$ cat src/rtl/core/line_steering_pid_with_obstacle_sequence_macros.svh
// assertion macro used by the steering datapath module
`ifndef LINE_STEERING_PID_WITH_OBSTACLE_SEQUENCE_MACROS_SVH
`define LINE_STEERING_PID_WITH_OBSTACLE_SEQUENCE_MACROS_SVH

// concurrent check on the rising clock, quiet during reset
`define LSP_ASSERT(label, prop, msg) \
   label: assert property (@(posedge clock) disable iff (reset) prop) else $error(msg);

`endif

$ cat src/rtl/core/lsp_pkg.sv
// types and constants of the line steering controller
package lsp_pkg;

   localparam int TICK_W = 6;
   localparam int ERR_W  = 9;
   localparam int INT_W  = 26;
   localparam int OUT_W  = 24;
   localparam int PROD_W = 44;
   localparam int SUM_W  = 48;

   localparam logic signed [26:0] INTEG_LIMIT = 27'sd32768000;

   localparam logic [2:0] PHASE_TURN1    = 3'd0;
   localparam logic [2:0] PHASE_TURN2    = 3'd1;
   localparam logic [2:0] PHASE_STRAIGHT = 3'd2;
   localparam logic [2:0] PHASE_TURN3    = 3'd3;
   localparam logic [2:0] PHASE_TURN4    = 3'd4;

   localparam logic [2:0] REG_GAIN_P    = 3'd0;
   localparam logic [2:0] REG_GAIN_I    = 3'd1;
   localparam logic [2:0] REG_GAIN_D    = 3'd2;
   localparam logic [2:0] REG_STEP_TIME = 3'd3;
   localparam logic [2:0] REG_VIEW_MIN  = 3'd4;
   localparam logic [2:0] REG_VIEW_MAX  = 3'd5;

   typedef enum logic [1:0] {
      MUL_INC,
      MUL_P,
      MUL_D,
      MUL_I
   } mul_sel_type;

   typedef struct packed {
      logic        cap;
      logic        err;
      logic        mul_en;
      mul_sel_type mul_sel;
      logic        integ;
      logic        sum_init;
      logic        sum_add;
      logic        fin;
   } cmd_type;

endpackage

$ cat src/rtl/core/lsp_ctrl.sv
// sequencer for one request: edge error, four multiplies, final update
module lsp_ctrl (
   input  logic             clock,
   input  logic             reset,
   input  logic             req_tvalid,
   output logic             req_tready,
   output logic             rsp_tvalid,
   input  logic             rsp_tready,
   output lsp_pkg::cmd_type cmd
);
   import lsp_pkg::*;

   typedef enum logic [2:0] {
      S_IDLE, S_ERR, S_MINC, S_MP, S_MD, S_MI, S_FIN
   } state_type;

   state_type state_ff;
   logic      rsp_valid_ff;
   logic      out_free;

   assign out_free   = !rsp_valid_ff || rsp_tready;
   assign req_tready = (state_ff == S_IDLE);
   assign rsp_tvalid = rsp_valid_ff;

   always_comb begin
      cmd          = '0;
      cmd.mul_sel  = MUL_INC;
      unique case (state_ff)
         S_IDLE: cmd.cap = req_tvalid;
         S_ERR:  cmd.err = 1'b1;
         S_MINC: begin
            cmd.mul_en  = 1'b1;
            cmd.mul_sel = MUL_INC;
         end
         S_MP: begin
            cmd.mul_en  = 1'b1;
            cmd.mul_sel = MUL_P;
            cmd.integ   = 1'b1;
         end
         S_MD: begin
            cmd.mul_en   = 1'b1;
            cmd.mul_sel  = MUL_D;
            cmd.sum_init = 1'b1;
         end
         S_MI: begin
            cmd.mul_en  = 1'b1;
            cmd.mul_sel = MUL_I;
            cmd.sum_add = 1'b1;
         end
         S_FIN:  cmd.fin = out_free;
         default: cmd = '0;
      endcase
   end

   always_ff @(posedge clock) begin
      if (reset) begin
         state_ff     <= S_IDLE;
         rsp_valid_ff <= 1'b0;
      end else begin
         if (rsp_valid_ff && rsp_tready) begin
            rsp_valid_ff <= 1'b0;
         end
         unique case (state_ff)
            S_IDLE: if (req_tvalid) state_ff <= S_ERR;
            S_ERR:  state_ff <= S_MINC;
            S_MINC: state_ff <= S_MP;
            S_MP:   state_ff <= S_MD;
            S_MD:   state_ff <= S_MI;
            S_MI:   state_ff <= S_FIN;
            S_FIN: begin
               if (out_free) begin
                  rsp_valid_ff <= 1'b1;
                  state_ff     <= S_IDLE;
               end
            end
            default: state_ff <= S_IDLE;
         endcase
      end
   end

endmodule

$ cat src/rtl/core/lsp_datapath.sv
// edge error, shared multiplier, integral, pid sum and obstacle sequence
`include "line_steering_pid_with_obstacle_sequence_macros.svh"
module lsp_datapath #(
   parameter int TURN_TICKS     = 10,
   parameter int STRAIGHT_TICKS = 16
) (
   input  logic                 clock,
   input  logic                 reset,
   input  lsp_pkg::cmd_type     cmd,
   input  logic                 csr_we,
   input  logic [2:0]           csr_addr,
   input  logic [15:0]          csr_wdata,
   input  logic [6:0]           left_edge,
   input  logic [6:0]           right_edge,
   input  logic                 left_found,
   input  logic                 right_found,
   input  logic                 centre_valid,
   input  logic [6:0]           centre_line,
   input  logic                 obstacle_seen,
   input  logic                 force_valid,
   input  logic signed [23:0]   force_value,
   output logic signed [23:0]   steer_out,
   output logic                 turn_left,
   output logic                 obstacle_active,
   output logic [2:0]           obstacle_phase
);
   import lsp_pkg::*;

   localparam logic [TICK_W-1:0] TURN_N     = TICK_W'(TURN_TICKS);
   localparam logic [TICK_W-1:0] TURN_LAST  = TICK_W'(TURN_TICKS + 1);
   localparam logic [TICK_W-1:0] STRAIGHT_N = TICK_W'(STRAIGHT_TICKS);

   // configuration
   logic [15:0] gain_p_ff, gain_i_ff, gain_d_ff, step_time_ff;
   logic [6:0]  view_min_ff, view_max_ff;

   // captured request
   logic [6:0]  l_ff, r_ff, cl_ff;
   logic        lf_ff, rf_ff, cv_ff, obs_ff, fv_ff;
   logic signed [23:0] fval_ff;

   // state
   logic [6:0]               half_ff;
   logic signed [ERR_W-1:0]  err_prev_ff;
   logic signed [INT_W-1:0]  integ_ff;
   logic signed [OUT_W-1:0]  hold_ff, saved_ff;
   logic                     busy_ff;
   logic [2:0]               phase_ff;
   logic [TICK_W-1:0]        ticks_ff;

   // working registers
   logic signed [ERR_W-1:0]  e_ff;
   logic signed [PROD_W-1:0] prod_ff;
   logic signed [SUM_W-1:0]  sum_ff;
   logic signed [OUT_W-1:0] out_steer_ff;
   logic                     out_busy_ff;
   logic [2:0]               out_phase_ff;

   // edge error
   logic signed [9:0] lv, rv, view, half_s, hv_s, e_calc;
   logic [6:0]        half_new;
   logic              both;

   always_comb begin
      both = lf_ff && rf_ff;
      lv   = 10'sd63 - $signed({3'b0, l_ff});
      rv   = $signed({3'b0, r_ff}) - 10'sd64;
      view = $signed({3'b0, r_ff}) - $signed({3'b0, l_ff});
      priority if (view >= $signed({3'b0, view_max_ff})) begin
         half_new = {1'b0, view_max_ff[6:1]};
      end else if (view <= $signed({3'b0, view_min_ff})) begin
         half_new = {1'b0, view_min_ff[6:1]};
      end else begin
         half_new = {1'b0, view[6:1]};
      end
      half_s = $signed({3'b0, half_new});
      hv_s   = $signed({3'b0, half_ff});
      priority if (both) begin
         priority if (lv <= half_s)      e_calc = lv - half_s;
         else if (rv <= half_s)          e_calc = half_s - rv;
         else                            e_calc = '0;
      end else if (lf_ff) begin
         e_calc = lv - hv_s;
      end else if (rf_ff) begin
         e_calc = hv_s - rv;
      end else begin
         e_calc = '0;
      end
   end

   // error seen by the pid, centre line wins when valid
   logic signed [ERR_W-1:0] e_pid;
   logic signed [ERR_W:0]   e_diff;
   assign e_pid  = cv_ff ? ERR_W'(10'sd64 - $signed({3'b0, cl_ff})) : e_ff;
   assign e_diff = {e_pid[ERR_W-1], e_pid} - {err_prev_ff[ERR_W-1], err_prev_ff};

   // shared multiplier
   logic signed [26:0] mul_a;
   logic [15:0]        mul_b;
   always_comb begin
      unique case (cmd.mul_sel)
         MUL_INC: begin mul_a = 27'(e_ff);   mul_b = step_time_ff; end
         MUL_P:   begin mul_a = 27'(e_pid);  mul_b = gain_p_ff;    end
         MUL_D:   begin mul_a = 27'(e_diff); mul_b = gain_d_ff;    end
         MUL_I:   begin mul_a = 27'(integ_ff); mul_b = gain_i_ff;  end
         default: begin mul_a = '0;          mul_b = '0;           end
      endcase
   end

   logic signed [PROD_W-1:0] mul_prod;
   assign mul_prod = mul_a * $signed({1'b0, mul_b});

   // integral with anti-windup
   logic signed [26:0] acc;
   assign acc = 27'(integ_ff) + prod_ff[26:0];

   // pid result, arithmetic shift floors
   logic signed [SUM_W-1:0] sum_fin;
   logic signed [OUT_W-1:0] pid_out;
   assign sum_fin = sum_ff + SUM_W'(prod_ff);
   assign pid_out = sum_fin[SUM_W-1:24];

   logic signed [OUT_W-1:0] neg_saved;
   assign neg_saved = (saved_ff == {1'b1, {(OUT_W-1){1'b0}}}) ?
                      {1'b0, {(OUT_W-1){1'b1}}} : -saved_ff;

   logic                    blk;
   logic signed [OUT_W-1:0] hold_n, hold_q, saved_q;
   logic                    busy_q;
   logic [2:0]              phase_q;
   logic [TICK_W-1:0]       ticks_q;

   always_comb begin
      blk = busy_ff || obs_ff;
      priority if (fv_ff) hold_n = fval_ff;
      else if (!blk)      hold_n = pid_out;
      else                hold_n = hold_ff;
      hold_q  = hold_n;
      saved_q = saved_ff;
      busy_q  = busy_ff;
      phase_q = phase_ff;
      ticks_q = ticks_ff;
      if (blk) begin
         busy_q = 1'b1;
         unique case (phase_ff)
            PHASE_TURN1: begin
               if (ticks_ff != '0) begin
                  saved_q = hold_n;
                  ticks_q = ticks_ff - 1'b1;
               end else begin
                  phase_q = PHASE_TURN2;
                  ticks_q = TURN_N;
               end
            end
            PHASE_TURN2: begin
               if (ticks_ff != '0) begin
                  hold_q  = neg_saved;
                  ticks_q = ticks_ff - 1'b1;
               end else begin
                  phase_q = PHASE_STRAIGHT;
                  ticks_q = STRAIGHT_N;
               end
            end
            PHASE_STRAIGHT: begin
               if (ticks_ff != '0) begin
                  hold_q  = '0;
                  ticks_q = ticks_ff - 1'b1;
               end else begin
                  phase_q = PHASE_TURN3;
                  ticks_q = TURN_N;
               end
            end
            PHASE_TURN3: begin
               if (ticks_ff != '0) begin
                  hold_q  = neg_saved;
                  ticks_q = ticks_ff - 1'b1;
               end else begin
                  phase_q = PHASE_TURN4;
                  ticks_q = TURN_LAST;
               end
            end
            PHASE_TURN4: begin
               if (ticks_ff != '0) begin
                  hold_q  = saved_ff;
                  ticks_q = ticks_ff - 1'b1;
               end else begin
                  phase_q = PHASE_TURN1;
                  ticks_q = TURN_N;
                  busy_q  = 1'b0;
               end
            end
            default: ;
         endcase
      end
   end

   always_ff @(posedge clock) begin
      if (reset) begin
         gain_p_ff    <= 16'd14592;
         gain_i_ff    <= 16'd0;
         gain_d_ff    <= 16'd65535;
         step_time_ff <= 16'd328;
         view_min_ff  <= 7'd20;
         view_max_ff  <= 7'd100;
      end else if (csr_we) begin
         unique case (csr_addr)
            REG_GAIN_P:    gain_p_ff    <= csr_wdata;
            REG_GAIN_I:    gain_i_ff    <= csr_wdata;
            REG_GAIN_D:    gain_d_ff    <= csr_wdata;
            REG_STEP_TIME: step_time_ff <= csr_wdata;
            REG_VIEW_MIN:  view_min_ff  <= csr_wdata[6:0];
            REG_VIEW_MAX:  view_max_ff  <= csr_wdata[6:0];
            default: ;
         endcase
      end
   end

   always_ff @(posedge clock) begin
      if (cmd.cap) begin
         l_ff    <= left_edge;
         r_ff    <= right_edge;
         lf_ff   <= left_found;
         rf_ff   <= right_found;
         cv_ff   <= centre_valid;
         cl_ff   <= centre_line;
         obs_ff  <= obstacle_seen;
         fv_ff   <= force_valid;
         fval_ff <= force_value;
      end
      if (cmd.err) e_ff <= e_calc[ERR_W-1:0];
      if (cmd.mul_en) prod_ff <= mul_prod;
      if (cmd.sum_init) sum_ff <= SUM_W'($signed(prod_ff[29:0])) <<< 16;
      if (cmd.sum_add)  sum_ff <= sum_ff + (SUM_W'($signed(prod_ff[29:0])) <<< 16);
      if (cmd.fin) begin
         out_steer_ff <= hold_q;
         out_busy_ff  <= busy_q;
         out_phase_ff <= phase_q;
      end
   end

   always_ff @(posedge clock) begin
      if (reset) begin
         half_ff     <= '0;
         err_prev_ff <= '0;
         integ_ff    <= '0;
         hold_ff     <= '0;
         saved_ff    <= '0;
         busy_ff     <= 1'b0;
         phase_ff    <= PHASE_TURN1;
         ticks_ff    <= TURN_N;
      end else begin
         if (cmd.err && !fv_ff && both) half_ff <= half_new;
         // step that reaches the limit is dropped
         if (cmd.integ && !fv_ff && acc < INTEG_LIMIT && acc > -INTEG_LIMIT) begin
            integ_ff <= acc[INT_W-1:0];
         end
         if (cmd.fin) begin
            if (!fv_ff && !blk) err_prev_ff <= e_pid;
            hold_ff  <= hold_q;
            saved_ff <= saved_q;
            busy_ff  <= busy_q;
            phase_ff <= phase_q;
            ticks_ff <= ticks_q;
         end
      end
   end

   assign steer_out       = out_steer_ff;
   assign turn_left       = (out_steer_ff > 0);
   assign obstacle_active = out_busy_ff;
   assign obstacle_phase  = out_phase_ff;

   `LSP_ASSERT(a_phase_range, phase_ff <= PHASE_TURN4, "phase code out of range")
   `LSP_ASSERT(a_idle_phase, !busy_ff |-> (phase_ff == PHASE_TURN1), "idle sequence not in first phase")
   `LSP_ASSERT(a_integ_bound, (27'(integ_ff) < INTEG_LIMIT) && (27'(integ_ff) > -INTEG_LIMIT), "integral beyond limit")
   `LSP_ASSERT(a_busy_start, (cmd.fin && obs_ff) |=> busy_ff || (phase_ff == PHASE_TURN1), "obstacle did not start sequence")

endmodule

$ cat src/rtl/core/line_steering_pid_with_obstacle_sequence.sv
// top level of the line steering pid controller with obstacle turn sequence
// Each request is one control tick and returns exactly one result. A request passes through
// the edge error step, then four multiplies through a single shared 27x17 multiplier
// (integral step, proportional, derivative, integral terms), then a final step that closes
// the pid sum and steps the obstacle sequence. One tick is worked on at a time, so a new
// request is accepted only once the previous one is through; the next request is
// accepted while the previous result still waits on rsp. Configuration writes go through
// csr_we/csr_addr/csr_wdata by the user only while the block is idle (not enforced).
module line_steering_pid_with_obstacle_sequence #(
   parameter int TURN_TICKS     = 10,
   parameter int STRAIGHT_TICKS = 16
) (
   input  logic        clock,
   input  logic        reset,
   // left_edge[6:0], right_edge[13:7], left_found[14], right_found[15],
   // centre_valid[16], centre_line[23:17], obstacle_seen[24], force_valid[25],
   // force_value[49:26], zero fill
   input  logic [55:0] req_tdata,
   input  logic        req_tvalid,
   output logic        req_tready,
   // steer_out[23:0], turn_left[24], obstacle_active[25], obstacle_phase[28:26], zero fill
   output logic [31:0] rsp_tdata,
   output logic        rsp_tvalid,
   input  logic        rsp_tready,
   input  logic        csr_we,
   input  logic [2:0]  csr_addr,
   input  logic [15:0] csr_wdata
);
   import lsp_pkg::*;

   cmd_type            cmd;
   logic signed [23:0] steer_out;
   logic               turn_left, obstacle_active;
   logic [2:0]         obstacle_phase;

   lsp_ctrl u_ctrl (
      .clock      (clock),
      .reset      (reset),
      .req_tvalid (req_tvalid),
      .req_tready (req_tready),
      .rsp_tvalid (rsp_tvalid),
      .rsp_tready (rsp_tready),
      .cmd        (cmd)
   );

   lsp_datapath #(
      .TURN_TICKS     (TURN_TICKS),
      .STRAIGHT_TICKS (STRAIGHT_TICKS)
   ) u_dp (
      .clock           (clock),
      .reset           (reset),
      .cmd             (cmd),
      .csr_we          (csr_we),
      .csr_addr        (csr_addr),
      .csr_wdata       (csr_wdata),
      .left_edge       (req_tdata[6:0]),
      .right_edge      (req_tdata[13:7]),
      .left_found      (req_tdata[14]),
      .right_found     (req_tdata[15]),
      .centre_valid    (req_tdata[16]),
      .centre_line     (req_tdata[23:17]),
      .obstacle_seen   (req_tdata[24]),
      .force_valid     (req_tdata[25]),
      .force_value     ($signed(req_tdata[49:26])),
      .steer_out       (steer_out),
      .turn_left       (turn_left),
      .obstacle_active (obstacle_active),
      .obstacle_phase  (obstacle_phase)
   );

   assign rsp_tdata = {3'b000, obstacle_phase, obstacle_active, turn_left, steer_out};

endmodule
$ cat config.mk
export PLATFORM = sky130hd
export DESIGN_NAME = line_steering_pid_with_obstacle_sequence
export DESIGN_NICKNAME = d
export VERILOG_FILES = /design/src/rtl/core/lsp_pkg.sv /design/src/rtl/core/lsp_ctrl.sv /design/src/rtl/core/lsp_datapath.sv /design/src/rtl/core/line_steering_pid_with_obstacle_sequence.sv
export VERILOG_INCLUDE_DIRS = /design/src /design/src/rtl/core
export SDC_FILE = /design/constraint.sdc
export NUM_CORES = 2
export LEC_CHECK = 0
export BUFFER_PORTS_ARGS = -buffer_cell sky130_fd_sc_hd__buf_2
export CAP_MARGIN = 0
export CORE_MARGIN = 3
export CORE_UTILIZATION = 50
export CTS_CLUSTER_SIZE = 24
export DETAILED_ROUTE_END_ITERATION = 10
export PLACE_DENSITY = 0.66
export SYNTH_ARGS = -nofsm -noshare
export SYNTH_HDL_FRONTEND = slang
export SYNTH_SLANG_ARGS = --single-unit
$ cat constraint.sdc
create_clock -name clock -period 10.7 [get_ports clock]
set_input_delay 1.07 -clock clock [delete_from_list [all_inputs] [get_ports clock]]
set_output_delay 1.07 -clock clock [all_outputs]
set_load 0.01 [all_outputs]
# Word level (Yosys, flattened, before mapping)

Index checks and enable logic that the tools add are counted.

Bits in writable memories: 0
Word-level logic and storage cells: 153
Memories kept: 0
Flip-flop bits (word level): 361
Output and inout bits: 34
Input bits: 80
Latch bits: 0
Memory bits (read-only): 0

Shifts and indexed selects: 0
$mul: 1
Reductions and logical operators: 32
Multiplexer cells: 47
Eq/ne operators: 21
Order comparisons: 7
Add/sub/neg operators: 14
Divide/modulo/power cells: 0
Bitwise operators: 0

Operators by type and width:

| cell                                                 | number |
|---|---|
| 2-to-1 mux 24 bit                                    | 7 |
| one-hot mux 27 bit (4 select lines)                  | 1 |
| 2-to-1 mux 48 bit                                    | 2 |
| one-hot mux 24 bit (3 select lines)                  | 1 |
| one-hot mux 16 bit (4 select lines)                  | 1 |
| 2-to-1 mux 9 bit                                     | 6 |
| adder 48 x 44 -> 48 bit                              | 1 |
| adder 48 x 46 -> 48 bit                              | 1 |
| multiplier 27 x 17 -> 44 bit                         | 1 |
| 2-to-1 mux 6 bit                                     | 5 |
| adder 27 bit                                         | 1 |
| > comparator 27 x 26 -> 1 bit, second input constant | 1 |
| < comparator 27 x 26 -> 1 bit, second input constant | 1 |
| == test 24 bit, second input constant                | 1 |
| > comparator 24 x 1 -> 1 bit, second input constant  | 1 |
| 2-to-1 mux 3 bit                                     | 8 |
| negator 24 bit                                       | 1 |
| one-hot mux 3 bit (7 select lines)                   | 1 |
| == test 3 x 2 -> 1 bit, second input constant        | 6 |
| == test 3 bit, second input constant                 | 6 |
| one-hot mux 6 bit (3 select lines)                   | 1 |
| subtractor 8 x 8 -> 9 bit                            | 2 |
| less-or-equal comparator 8 x 7 -> 1 bit              | 2 |
| AND reduction 2 bit                                  | 8 |
| 30 further kinds                                     | 56 |

# Longest topological paths before layout

Depth after elaboration: 8
Mapped depth: 42
Mapped depth without buffers: 40

# By module

A second synthesis with hierarchy kept.

Cell total of the unflattened synthesis: 4066
Area total of the unflattened synthesis: 36408.7 um2

By module, submodules not included:

| module                                   | cells an instance | seq. area each (um2) | area each (um2) | times used |
|---|---|---|---|---|
| lsp_datapath                             | 4030              | 8438.1               | 36098.4         | 1 |
| lsp_ctrl                                 | 30                | 80.1                 | 269.0           | 1 |
| line_steering_pid_with_obstacle_sequence | 6                 | 0.0                  | 41.3            | 1 |

# Worst setup path before layout

Ideal clock, no wire load.

Path kind: reg-to-reg
Start point: reg u_dp.cv_ff
End point: reg u_dp.prod_ff[40] (data pin)
Cell stages (with the launch flop): 39
Arrival: 9355 ps
Library setup time: 260 ps
Slack: 1085 ps
Data required time: 10440 ps
Cell sequence: edfxtp_1 > clkbuf_1 > mux2i_1 > inv_1 > ha_1 > nor2b_1 > o21ai_0 > a21boi_0 > o21ai_0 > a21boi_0 > o21a_1 > o21ai_0 > a31oi_1 > o21ai_1 > clkbuf_1 > a22o_1 > clkbuf_1 > nand2_1 > [3 not listed] > inv_1 > fa_1 > fa_1 > inv_1 > fa_1 > inv_1 > ha_1 > a21oi_1 > o21ai_0 > o211ai_1 > a21oi_1 > o41ai_1 > o2111a_1 > o31ai_1 > a31o_2 > a21o_1 > a21oi_1 > xnor2_1

Cells in the longest elaborated chain, start to end: 4

RTL lines:

| item                                  | line                | RTL |
|---|---|---|
| start: declaration                    | lsp_datapath.sv:39  | `logic lf_ff, rf_ff, cv_ff, obs_ff, fv_ff;` |
| start signal: assignment              | lsp_datapath.sv:224 | `cv_ff <= centre_valid;` |
| 2-to-1 mux 9 bit *                    | lsp_datapath.sv:94  | `assign e_pid = cv_ff ? ERR_W'(10'sd64 - $signed({3'b0, cl_ff})) : e_ff;` |
| net u_dp.e_pid[1]                     | lsp_datapath.sv:92  | `logic signed [ERR_W-1:0] e_pid;` |
| subtractor 9 x 9 -> 10 bit            | lsp_datapath.sv:95  | `assign e_diff = {e_pid[ERR_W-1], e_pid} - {err_prev_ff[ERR_W-1], err_prev_ff};` |
| one-hot mux 27 bit (4 select lines) * | lsp_datapath.sv:101 | `unique case (cmd.mul_sel)` |
| multiplier 27 x 17 -> 44 bit *        | lsp_datapath.sv:111 | `assign mul_prod = mul_a * $signed({1'b0, mul_b});` |
| net u_dp.mul_prod[40]                 | lsp_datapath.sv:110 | `logic signed [PROD_W-1:0] mul_prod;` |
| end signal: assignment                | lsp_datapath.sv:231 | `if (cmd.mul_en) prod_ff <= mul_prod;` |
| end: declaration                      | lsp_datapath.sv:53  | `logic signed [PROD_W-1:0] prod_ff;` |

The timed path passes the listed nets; every way through them passes the cells marked *.
A chain may end at the register's enable or synchronous reset.

# Worst setup path in the final report

Start point: reg u_dp.cl_ff[0]
End point: reg u_dp.prod_ff[43] (data pin)

Cells in the longest elaborated chain, start to end: 5

RTL lines:

| item                                  | line                | RTL |
|---|---|---|
| start: declaration                    | lsp_datapath.sv:38  | `logic [6:0] l_ff, r_ff, cl_ff;` |
| start signal: assignment              | lsp_datapath.sv:225 | `cl_ff <= centre_line;` |
| subtractor 7 x 7 -> 8 bit *           | lsp_datapath.sv:94  |  |
| 2-to-1 mux 9 bit *                    | lsp_datapath.sv:94  |  |
| net u_dp.e_pid[1]                     | lsp_datapath.sv:92  |  |
| subtractor 9 x 9 -> 10 bit            | lsp_datapath.sv:95  |  |
| one-hot mux 27 bit (4 select lines) * | lsp_datapath.sv:101 |  |
| multiplier 27 x 17 -> 44 bit *        | lsp_datapath.sv:111 |  |
| net u_dp.mul_prod[43]                 | lsp_datapath.sv:110 |  |

Marked as above.

==> results_dict.tcl <==
set metrics [dict create \
    period_needed_ps 10120 \
    fill_cells 6423 \
    holdBufCountCts 0 \
    nets 4967 \
    hold_depth 2 \
    synth_top_cell_area_share_pct 23.13 \
    synth_compound_area_share_pct 15.50 \
    p_sw_mw 5.134 \
    fin_cells 5191 \
    synth-edff-count 163 \
    pwr-share-comb_pct 68.2 \
    arrival_ps 10440 \
    yosys.cell_count.top_type "nand2_1" \
    layout-drive-gt1-share_pct 7.859 \
    ir_drop_uv 229.1 \
    clkTransAtPathRegs_ps 70 \
    critPathKind "flop to flop" \
    worstRegToRegCells 39 \
    critPathCaptureType "flop" \
    finalSetupViolations 0 \
    dp_cells 5115 \
    seq_area_mm2 0.008519 \
    worst-path-buf-inv 7 \
    wl_per_cell_um 19.46 \
    die_width_um 274.6 \
    grt-ovfl-total 0 \
    drt_iter0_markers 2081 \
    die_h_um 274.6 \
    worstMarginPinSlew_ps 1152 \
    multi_input_area_mm2 0.02478 \
    placed_area_mm2 0.03769 \
    synth-adder-area-share_pct 31.84 \
    hpwl_mm 78.89 \
    grt_max_degree 85 \
    fin_skew_ps 36.68 \
    dieArea_mm2 0.07543 \
    netSwitchingFraction_pct 47.39 \
    start_kind "flop" \
    p_per_area_mw_per_mm2 276.3 \
    clk_latency_ps 580 \
    synth-main-ff-cell "dfxtp_1" \
    synthTopCellsByArea "fa_1 (23%), edfxtp_1 (14%), dfxtp_1 (10%)" \
    hold_viol_final 0 \
    crit_fanout 25 \
    outcome "finished, final reports clean" \
    synthesis.instances 4166 \
    vias 29500 \
    slew_headroom_pct 23.19 \
    postCtsResizedCells 0 \
    gp_congestion 0.9480 \
    hold_path.class "flop to flop" \
    drv_slew 0 \
    gr-usage-all-layers_pct 26.89 \
    numCtsBuffers 41 \
    leakage_nw 17.85 \
    max_stage_delay_ps 540 \
    start_util_pct 51.00 \
    avgSynthCellArea_um2 8.662 \
    clockRootBuffer "clkbuf_16" \
    rows 97 \
    hold_slack_ps 453.3 \
    synth-simple-area-share_pct 16.19 \
    vias_per_cell 5.682 \
    clock_sinks 344 \
    drt-total-wl_mm 101.0 \
    postRouteAntennaNets 0 \
    htreeDepth 2 \
    fin_ws_ps 584.8 \
    crit_required_ps 11020 \
    cpMostUsedCell "fa_1" \
    port_buffers 104 \
    yosys.area.top_type "fa_1" \
    finish.utilization_pct 55.41 \
    drc 0 \
    tns_ps 0 \
    finalPower_mw 10.83 \
    cp.depth 39 \
    syn_area_mm2 0.03608 \
    max-cap-violations 0 \
    ys_warn_count 0 \
    io_pins 114 \
    synth_commonest_cells "nand2_1 (596), inv_1 (590), fa_1 (417)" \
    postCtsSetupRepairBufs 0 \
    seq_area_frac_synth_pct 23.61 \
    firstDrtPassIters 5 \
    seq_power_share_pct 18.3 \
    synth_top_family_by_area "adder cells" \
    min_period_over_period_pct 94.53 \
    first_global_vias 28940 \
    internal_power_mw 5.700 \
    grt_first_pass_wirelength_mm 159.8 \
    antenna_found_initial 1 \
    slowest_stage "fa_1" \
    rsz0062_at_grt "false" \
    dpl_worst_slack_ps 297.6 \
    critPathTopFamily "adder cells" \
    cts.path.max_buffers 3 \
    p_clk_share_pct 13.5 \
    async_flop_share_pct 0 \
    timing.fmax_ghz 0.09886 \
    synthXorXnorAreaFrac_pct 3.204 \
    core_mm2 0.07076 \
    fin_area_mm2 0.03921 \
    synth_mux_area_share_pct 1.564 \
    syn_to_final_growth_pct 8.648 \
    cts_tree "built" \
    ys_seq_elements 344 \
    synth_cell_types 89 \
]
-- tightest hold or removal path: stages (launching register included) --
cell	delay [ps]
dfxtp_1	300
nand2_1	50
a21oi_1	50
-- layer usage --
layer  share of wire, %  routed length [um]  vias to the layer above  track usage [%]
met1                 45               45110                    14370            37.57
met4                3.3                3298                        0            8.270
met2                 45               45840                      953            43.29
met3                6.7                6755                      177            4.047
li1                   -                   -                    14000                -
met5                  0                   0                        -                0
-- sequential cells by signal, indices dropped and copies added (netlist names), 9 cells and up --
signal,cells
u_dp.step_time_ff,16
u_dp.prod_ff,44
u_dp.gain_i_ff,16
u_dp.steer_out,24
u_dp.gain_p_ff,16
u_dp.e_ff,9
u_dp.sum_ff,32
u_dp.err_prev_ff,9
u_dp.fval_ff,24
u_dp.gain_d_ff,16
u_dp.integ_ff,26
u_dp.hold_ff,24
u_dp.saved_ff,24
-- kinds of logic after synthesis --
family	after synthesis
AND/OR/NAND/NOR	1331
AO/OA/AOI/OAI	872
buffers and inverters	763
adder cells (fa/ha/maj)	668
flip-flops	344
XOR/XNOR	132
multiplexers	55
other	1
-- area by class of cell --
type                       instances  area share (%)
sequential                       344           21.73
timing repair buffer             179           2.780
antenna                            1        0.006383
tap                              940           3.000
clock inverter                    17          0.4851
clock buffer                      57           3.140
inverter                         591           5.658
multi-input combinational       3062           63.20
-- path summary, 6_finish.rpt --
check / startpoint / endpoint / slack (ps)
max: u_dp.cl_ff[0] / u_dp.prod_ff[43] / 580
min: u_dp.gain_i_ff[12] / u_dp.gain_i_ff[12] / 450
max reg2reg: u_dp.cl_ff[0] / u_dp.prod_ff[43] / 580
min reg2reg: u_dp.gain_i_ff[12] / u_dp.gain_i_ff[12] / 450
-- power by group through the flow --
stage	clock network (mW)	registers [mW]	logic, mW
floorplan	0	1.89	5.45
global placement	0	2.00	7.17
detailed placement	0	2.00	7.28
CTS	1.49	1.97	7.32
global route	1.54	1.98	8.35
finish	1.47	1.98	7.39
-- placed cells by master, fill, tap and decap left out, types with 16 or more instances in the layout --
cell	count
or2_2	18
nand2_1	596
a21o_1	74
o211ai_1	32
or3_1	26
o31ai_1	20
nor4_1	17
a221oi_1	23
and3_1	23
nand2b_1	44
nand4_1	24
nand3_1	75
clkbuf_16	45
nor2b_1	31
o22ai_1	17
a221o_1	17
mux2i_1	43
nor2_1	362
xnor2_1	81
a21oi_1	271
nor3_1	51
buf_2	103
edfxtp_1	163
o21ai_0	176
fa_1	417
buf_4	75
o21bai_1	16
a31oi_1	21
xor2_1	50
a211oi_1	29
inv_1	589
dfxtp_1	180
o21a_1	29
ha_1	251
No activity file was read; power rests on OpenSTA's default activity.
